[src/rtl/core/sorted_insert_queue_core_macros.svh]
// assertion macros used by siq_store in the sorted insert queue rtl
// no dependencies; taken in by `include in the files that assert
`ifndef SORTED_INSERT_QUEUE_CORE_MACROS_SVH
`define SORTED_INSERT_QUEUE_CORE_MACROS_SVH

// property checked on every rising edge, off while reset is asserted
`define SIQ_ASSERT(lbl, clk, rst_n, prop, msg) \
  lbl: assert property (@(posedge clk) disable iff (!rst_n) prop) else $error(msg);

// property checked on every rising edge, also during reset
`define SIQ_ASSERT_ALWAYS(lbl, clk, prop, msg) \
  lbl: assert property (@(posedge clk) prop) else $error(msg);

`endif

[src/rtl/core/siq_pkg.sv]
// command and status codes and the beat structs of the sorted insert queue
// no dependencies; used by siq_store and sorted_insert_queue_core
`default_nettype none

package siq_pkg;

  localparam logic [1:0] CMD_SORTED = 2'd0;
  localparam logic [1:0] CMD_APPEND = 2'd1;
  localparam logic [1:0] CMD_REMOVE = 2'd2;

  localparam logic [1:0] ST_DONE  = 2'd0;
  localparam logic [1:0] ST_FULL  = 2'd1;
  localparam logic [1:0] ST_EMPTY = 2'd2;

  localparam int KeyW = 8;
  localparam int PayW = 32;
  localparam int OccW = 5;

  typedef struct packed {
    logic            valid;
    logic [1:0]      cmd;
    logic [KeyW-1:0] key;
    logic [PayW-1:0] payload;
  } siq_op_t;

  typedef struct packed {
    logic            is_empty;
    logic [OccW-1:0] occupancy;
    logic [PayW-1:0] front_payload;
    logic [KeyW-1:0] front_key;
    logic [1:0]      status;
  } siq_res_t;

endpackage

`default_nettype wire

[src/rtl/core/sorted_insert_queue_core.sv]
// top level of the sorted insert queue: stream ports, input and result registers
// depends on siq_pkg and siq_store
//
// usage
//   s_axis carries one command beat: sorted insert, append at rear or remove front.
//   m_axis returns one result beat per command: status, front entry, occupancy
//   and an empty flag, in command order.
//   a sorted insert goes ahead of the first held entry whose key is not smaller.
//   from input beat to result beat the command is registered in the input
//   register, then compared against all cells, placed and shifted while the
//   result register loads.
//   throughput is one beat per cycle while m_axis_tready is high; the
//   combinational compare and shift over every cell sets the clock limit.
//   when m_axis_tready is low the result register holds its beat and the
//   input register holds the next command; s_axis_tready falls once both
//   are full and rises in the cycle the result is taken.
//   reset empties the queue and clears both valid flags; cell contents are
//   left as they are and never read before written.
`default_nettype none

module sorted_insert_queue_core #(
  parameter int QUEUE_DEPTH = 16
) (
  input  wire logic        clk_i,
  input  wire logic        rst_ni,
  input  wire logic        s_axis_tvalid,
  output logic             s_axis_tready,
  input  wire logic [47:0] s_axis_tdata,  // command[1:0], key[9:2], payload[41:10], zero
  output logic             m_axis_tvalid,
  input  wire logic        m_axis_tready,
  output logic [47:0]      m_axis_tdata   // status, front_key, front_payload, occupancy, is_empty
);

  siq_pkg::siq_op_t  in_q, op;
  siq_pkg::siq_res_t res, out_q;
  logic              out_vld_q;
  logic              adv;

  assign adv           = in_q.valid && (!out_vld_q || m_axis_tready);
  assign s_axis_tready = !in_q.valid || adv;

  always_ff @(posedge clk_i or negedge rst_ni) begin
    if (!rst_ni) begin
      in_q <= '0;
    end else if (s_axis_tready) begin
      in_q.valid <= s_axis_tvalid;
      if (s_axis_tvalid) begin
        in_q.cmd     <= s_axis_tdata[1:0];
        in_q.key     <= s_axis_tdata[9:2];
        in_q.payload <= s_axis_tdata[41:10];
      end
    end
  end

  always_comb begin
    op       = in_q;
    op.valid = adv;
  end

  siq_store #(
    .QUEUE_DEPTH(QUEUE_DEPTH)
  ) u_store (
    .clk_i (clk_i),
    .rst_ni(rst_ni),
    .op_i  (op),
    .res_o (res)
  );

  always_ff @(posedge clk_i or negedge rst_ni) begin
    if (!rst_ni) begin
      out_vld_q <= 1'b0;
    end else if (adv) begin
      out_vld_q <= 1'b1;
    end else if (m_axis_tready) begin
      out_vld_q <= 1'b0;
    end
  end

  always_ff @(posedge clk_i) begin
    if (adv) begin
      out_q <= res;
    end
  end

  assign m_axis_tvalid = out_vld_q;
  assign m_axis_tdata  = out_q;

endmodule

`default_nettype wire

[src/rtl/core/siq_store.sv]
// entry cells of the sorted insert queue with parallel key compare and shift
// depends on siq_pkg and sorted_insert_queue_core_macros.svh
`default_nettype none

`include "sorted_insert_queue_core_macros.svh"

module siq_store #(
  parameter int QUEUE_DEPTH = 16
) (
  input  wire logic              clk_i,
  input  wire logic              rst_ni,
  input  wire siq_pkg::siq_op_t  op_i,
  output siq_pkg::siq_res_t      res_o
);

  localparam int CntW = $clog2(QUEUE_DEPTH + 1);

  logic [siq_pkg::KeyW-1:0] key_q     [QUEUE_DEPTH];
  logic [siq_pkg::KeyW-1:0] key_d     [QUEUE_DEPTH];
  logic [siq_pkg::PayW-1:0] payload_q [QUEUE_DEPTH];
  logic [siq_pkg::PayW-1:0] payload_d [QUEUE_DEPTH];
  logic [CntW-1:0]          count_q, count_d;

  logic [QUEUE_DEPTH-1:0] match;
  logic [QUEUE_DEPTH-1:0] prior;
  logic                   full, empty, is_ins, is_rem, ins_ok, rem_ok;
  logic                   is_append;

  assign full      = (count_q == CntW'(QUEUE_DEPTH));
  assign empty     = (count_q == '0);
  assign is_append = (op_i.cmd == siq_pkg::CMD_APPEND);
  assign is_ins    = (op_i.cmd == siq_pkg::CMD_SORTED) || is_append;
  assign is_rem    = (op_i.cmd == siq_pkg::CMD_REMOVE);
  assign ins_ok    = op_i.valid && is_ins && !full;
  assign rem_ok    = op_i.valid && is_rem && !empty;

  // every occupied cell whose key is not smaller; prior picks the first
  always_comb begin
    for (int i = 0; i < QUEUE_DEPTH; i++) begin
      match[i] = (CntW'(i) < count_q) && (key_q[i] >= op_i.key);
    end
  end

  assign prior[0] = 1'b0;
  for (genvar i = 1; i < QUEUE_DEPTH; i++) begin : g_prefix
    assign prior[i] = prior[i-1] | match[i-1];
  end

  for (genvar i = 0; i < QUEUE_DEPTH; i++) begin : g_cell
    logic [siq_pkg::KeyW-1:0] prev_key, next_key;
    logic [siq_pkg::PayW-1:0] prev_pay, next_pay;
    logic                     at_rear, hit;

    if (i == 0) begin : g_first
      assign prev_key = op_i.key;
      assign prev_pay = op_i.payload;
    end else begin : g_mid
      assign prev_key = key_q[i-1];
      assign prev_pay = payload_q[i-1];
    end

    if (i == QUEUE_DEPTH - 1) begin : g_last
      assign next_key = key_q[i];
      assign next_pay = payload_q[i];
    end else begin : g_inner
      assign next_key = key_q[i+1];
      assign next_pay = payload_q[i+1];
    end

    assign at_rear = (CntW'(i) == count_q);
    assign hit     = (match[i] && !prior[i]) || (at_rear && !prior[i]);

    always_comb begin
      key_d[i]     = key_q[i];
      payload_d[i] = payload_q[i];
      if (ins_ok) begin
        if (is_append) begin
          if (at_rear) begin
            key_d[i]     = op_i.key;
            payload_d[i] = op_i.payload;
          end
        end else if (prior[i]) begin
          key_d[i]     = prev_key;
          payload_d[i] = prev_pay;
        end else if (hit) begin
          key_d[i]     = op_i.key;
          payload_d[i] = op_i.payload;
        end
      end else if (rem_ok) begin
        key_d[i]     = next_key;
        payload_d[i] = next_pay;
      end
    end
  end

  always_comb begin
    count_d = count_q;
    if (ins_ok) begin
      count_d = count_q + CntW'(1);
    end else if (rem_ok) begin
      count_d = count_q - CntW'(1);
    end
  end

  always_comb begin
    res_o.status = siq_pkg::ST_DONE;
    if (is_ins && full) begin
      res_o.status = siq_pkg::ST_FULL;
    end else if (is_rem && empty) begin
      res_o.status = siq_pkg::ST_EMPTY;
    end
    if (rem_ok) begin
      res_o.front_key     = key_q[0];
      res_o.front_payload = payload_q[0];
    end else if (count_d == '0) begin
      res_o.front_key     = '0;
      res_o.front_payload = '0;
    end else begin
      res_o.front_key     = key_d[0];
      res_o.front_payload = payload_d[0];
    end
    res_o.occupancy = siq_pkg::OccW'(count_d);
    res_o.is_empty  = (count_d == '0);
  end

  always_ff @(posedge clk_i) begin
    if (op_i.valid) begin
      key_q     <= key_d;
      payload_q <= payload_d;
    end
  end

  always_ff @(posedge clk_i or negedge rst_ni) begin
    if (!rst_ni) begin
      count_q <= '0;
    end else if (op_i.valid) begin
      count_q <= count_d;
    end
  end

  `SIQ_ASSERT(a_count_bound, clk_i, rst_ni, count_q <= CntW'(QUEUE_DEPTH), "count over depth")
  `SIQ_ASSERT(a_full_refuse, clk_i, rst_ni, op_i.valid && is_ins && full |=> full, "full insert")
  `SIQ_ASSERT(a_ins_grow, clk_i, rst_ni, ins_ok |=> count_q == $past(count_q) + CntW'(1), "no grow")
  `SIQ_ASSERT(a_rem_shrink, clk_i, rst_ni, rem_ok |=> count_q == $past(count_q) - CntW'(1), "no shrink")

endmodule

`default_nettype wire

[config.mk]
export PLATFORM = sky130hd
export DESIGN_NAME = sorted_insert_queue_core
export DESIGN_NICKNAME = d
export VERILOG_FILES = /design/src/rtl/core/siq_pkg.sv /design/src/rtl/core/sorted_insert_queue_core.sv /design/src/rtl/core/siq_store.sv
export VERILOG_INCLUDE_DIRS = /design/src /design/src/rtl/core
export SDC_FILE = /design/constraint.sdc
export NUM_CORES = 2
export LEC_CHECK = 0
export ABC_AREA = 1
export BUFFER_PORTS_ARGS = -buffer_cell sky130_fd_sc_hd__buf_4
export CAP_MARGIN = 20
export CORE_MARGIN = 10
export CORE_UTILIZATION = 43
export DETAILED_ROUTE_END_ITERATION = 6
export GPL_ROUTABILITY_DRIVEN = 0
export GPL_TIMING_DRIVEN = 0
export HOLD_SLACK_MARGIN = 0.03
export PLACE_DENSITY_LB_ADDON = 0.3
export SLEW_MARGIN = 20
export SYNTH_ARGS = -nofsm -noshare
export SYNTH_HDL_FRONTEND = slang
export SYNTH_SLANG_ARGS = --single-unit
[constraint.sdc]
create_clock -name clk_i -period 11.8 [get_ports clk_i]
set_clock_uncertainty 0.2 [all_clocks]
set_input_delay 1.18 -clock clk_i [delete_from_list [all_inputs] [get_ports clk_i]]
set_output_delay 1.18 -clock clk_i [all_outputs]
set_load 0.02 [all_outputs]
==> metrics <==
Seq/Total Area, Yosys=0.542; row count=112; core area=93300 sq um; H-tree level count=3; Initial Util=0.433; post-synthesis cell type count=40; FF+latch area=21900 sq um; I/O Pins=102; Synth warnings=0; DR pass1 iterations=7; CP required=11.98 ns; post-CTS sizing=0; clock share of power=0.258; most common cell after layout, fill and taps aside=nand2_1; Final Hold Fails=0; crit end category=flop; Total GRT Usage=0.233; largest net degree at the start of global routing=58; Reg power frac=0.394; P_int=6.08 mW; Final Setup Violations=0; main flop type after synthesis=edfxtp_1; sw power=3.91 mW; Clock Sinks=737; Via Count=34100; die height=327 microns; Max rail drop VDD=105 uV; Port Buf Inserts=95; Mapped Cells=4642; highest-count cells in the layout ignoring fill and taps=nand2_1, o21ai_0, edfxtp_1; Iter 0 DRT Violations=4391; area share of the largest cell type after synthesis=0.511; wire per inst=21.1 microns; GRT overflow=0; Routed Antenna Nets=0; remaining design rule violation count=9; area of the multi-input gates=16100 sq um; Post-synth ARST share=0.0665; layout cells sized above 1=0.0663; crit path kind=reg2reg; DIE AREA=107000 sq um; first-pass GRT wire length=191000 microns; Synth area leader=edfxtp_1; root cell of the clock tree=clkbuf_16; fin crit period=5.72 ns; initial antenna violation count=1; Clock Latency Late Sink=0.65 ns; CTS tree=yes; vias per std cell=5.53; pwr dens=218 nW/um^2; fin util=0.491; min-delay worst type=reg2reg; worst slew pin tran=1.17 ns; maximum clock insertion buffer count=3; Post-Syn Nets=4827; Final period util=0.484; cts hold-fix bufs=0; Die Wd=327 microns; RSZ-0062 raised after global routing=no; Fmax=175 MHz; Rel. slew slack=0.217; Mapped Avg Cell Area=8.70 sq um; Worst-path clk slew=0.06 ns; failing checks=design-rule violations; outcome=complete, but fails checks; area of the mapped netlist=40400 sq um; Antenna Cells=0; Sw Ratio=0.391; WP data arrival=5.90 ns; top post-synthesis cells by area=edfxtp_1, nand2_1, o21ai_0, a21oi_1, ha_1; TNS Setup=0 ns; Area Overhead vs Synth=13.5%; Startpoint Class=flop; Total Routed Length=130000 microns; postcts setup bufs=0; HPWL after DPL=104000 microns; total CTS buffers=79; Filler Cells Inserted=8876; number of flops mapped to enable cells by yosys=688; vias in the first global route=31900; CP Max Fanout=31; P_leak=18.9 nW; final net count=5020; flop and latch count out of synthesis=737; Slew Viols, Final=0; Max-cap violations=0; Combinational Power Share=0.347
[state kept, by name (all words and copies together) (netlist names)]
| register | cells |
|---|---|
| u_store.g_cell.next_pay | 416 |
| u_store.g_cell.next_key | 104 |
| u_store.g_cell.prev_pay | 96 |
| m_axis_tdata | 48 |
| in_q | 43 |
| u_store.g_cell.prev_key | 24 |
| u_store.count_q | 5 |
| m_axis_tvalid | 1 |
[per-stage QoR]
stage	instance area, sq um	power [mW]	hold WS (ns)	setup WS (ns)	instances
2_1_floorplan	40400	6.09	0.295	3.89	4642
3_3_place_gp	42700	7.20	0.296	0.661	5991
3_5_place_dp	43200	7.36	0.302	6.09	6008
4_1_cts	45900	9.93	0.316	6.40	6156
5_1_grt	45900	10.5	0.327	5.94	6156
6_report	45900	9.99	0.317	6.08	6156
[final timing paths]
path | start | end | slack (ns) | cells after the start
min in group asynchronous | rst_ni | in_q[14] | 0.39 | 1
worst max-delay path | in_q[35] | u_store.g_cell[12].next_pay[14] | 6.08 | 19
worst max register to register | in_q[35] | u_store.g_cell[12].next_pay[14] | 6.08 | 19
max in group asynchronous | rst_ni | u_store.count_q[4] | 10.42 | 1
worst min register to register | u_store.g_cell[14].next_pay[8] | u_store.g_cell[13].next_pay[8] | 0.32 | 2
worst min-delay path | u_store.g_cell[14].next_pay[8] | u_store.g_cell[13].next_pay[8] | 0.32 | 2
[area by class of cell]
cell class                      instances  share of cell area
Clock buffer                          112              0.0505
Multi-Input combinational cell       3253               0.351
Buffer                                351              0.0309
Inverter                              301              0.0247
Timing Repair Buffer                  112              0.0241
Tap cell                             1254              0.0342
Sequential cell                       737               0.477
Clock inverter                         36             0.00742
[kinds of logic (layout without fill, tap and decap cells)]
family	after synthesis	count (layout)	share of synthesized area
xor+xnor	6	6	0.00130
buf+inv	652	912	0.0628
flops	737	737	0.542
compound gates	1420	1420	0.184
simple gates	1694	1694	0.169
fa+ha+maj	133	133	0.0412
[synthesized netlist by cell type (2+ instances only)]
cell type,number
a21boi_0,3
a21o_1,37
a21oi_1,471
buf_1,11
buf_2,26
buf_4,9
buf_6,3
clkbuf_1,302
clkinv_1,2
dfrtp_1,49
edfxtp_1,688
ha_1,133
inv_1,288
inv_2,11
nand2_1,1199
nand2_2,5
nand3_1,260
nand4_1,10
nand4_2,4
nor2_1,204
nor2_2,4
nor2_4,2
nor3_1,3
o2111ai_1,41
o211ai_1,6
o21a_1,10
o21ai_0,741
o21ai_1,93
o21bai_1,2
o221ai_1,7
o22ai_1,3
o41ai_1,2
xor2_1,6
[worst max-delay path, cell delays in order, from the launching register on]
cell and delay [ns]:
dfrtp_1 0.50, inv_1 0.34, clkbuf_2 0.64, ha_1 0.36
a21oi_1 0.15, nand2_1 0.08, nand2_1 0.05, nand2_1 0.08
nand2_1 0.14, nand2_1 0.10, nor2_1 0.22, nand4_1 0.20
nor2_1 0.35, nand4_1 0.24, nor2_1 0.44, nand4_2 0.36
clkbuf_1 0.33, o21ai_0 0.25, inv_2 0.17, buf_12 0.21
[routing by layer]
layer / share of wire / global-route usage
met1: 0.42 / 0.313
met2: 0.44 / 0.365
met3: 0.097 / 0.0448
met4: 0.042 / 0.0972
met5: 0 / 0
[power groups by stage]
stage	logic (mW)	registers (mW)	clock network [mW]
floorplan	2.15	3.94	0
global placement	3.21	3.99	0
global route	3.82	3.98	2.69
detailed placement	3.39	3.97	0
finish	3.47	3.94	2.58
CTS	3.41	3.92	2.60
(Power assumes the default switching activity.)
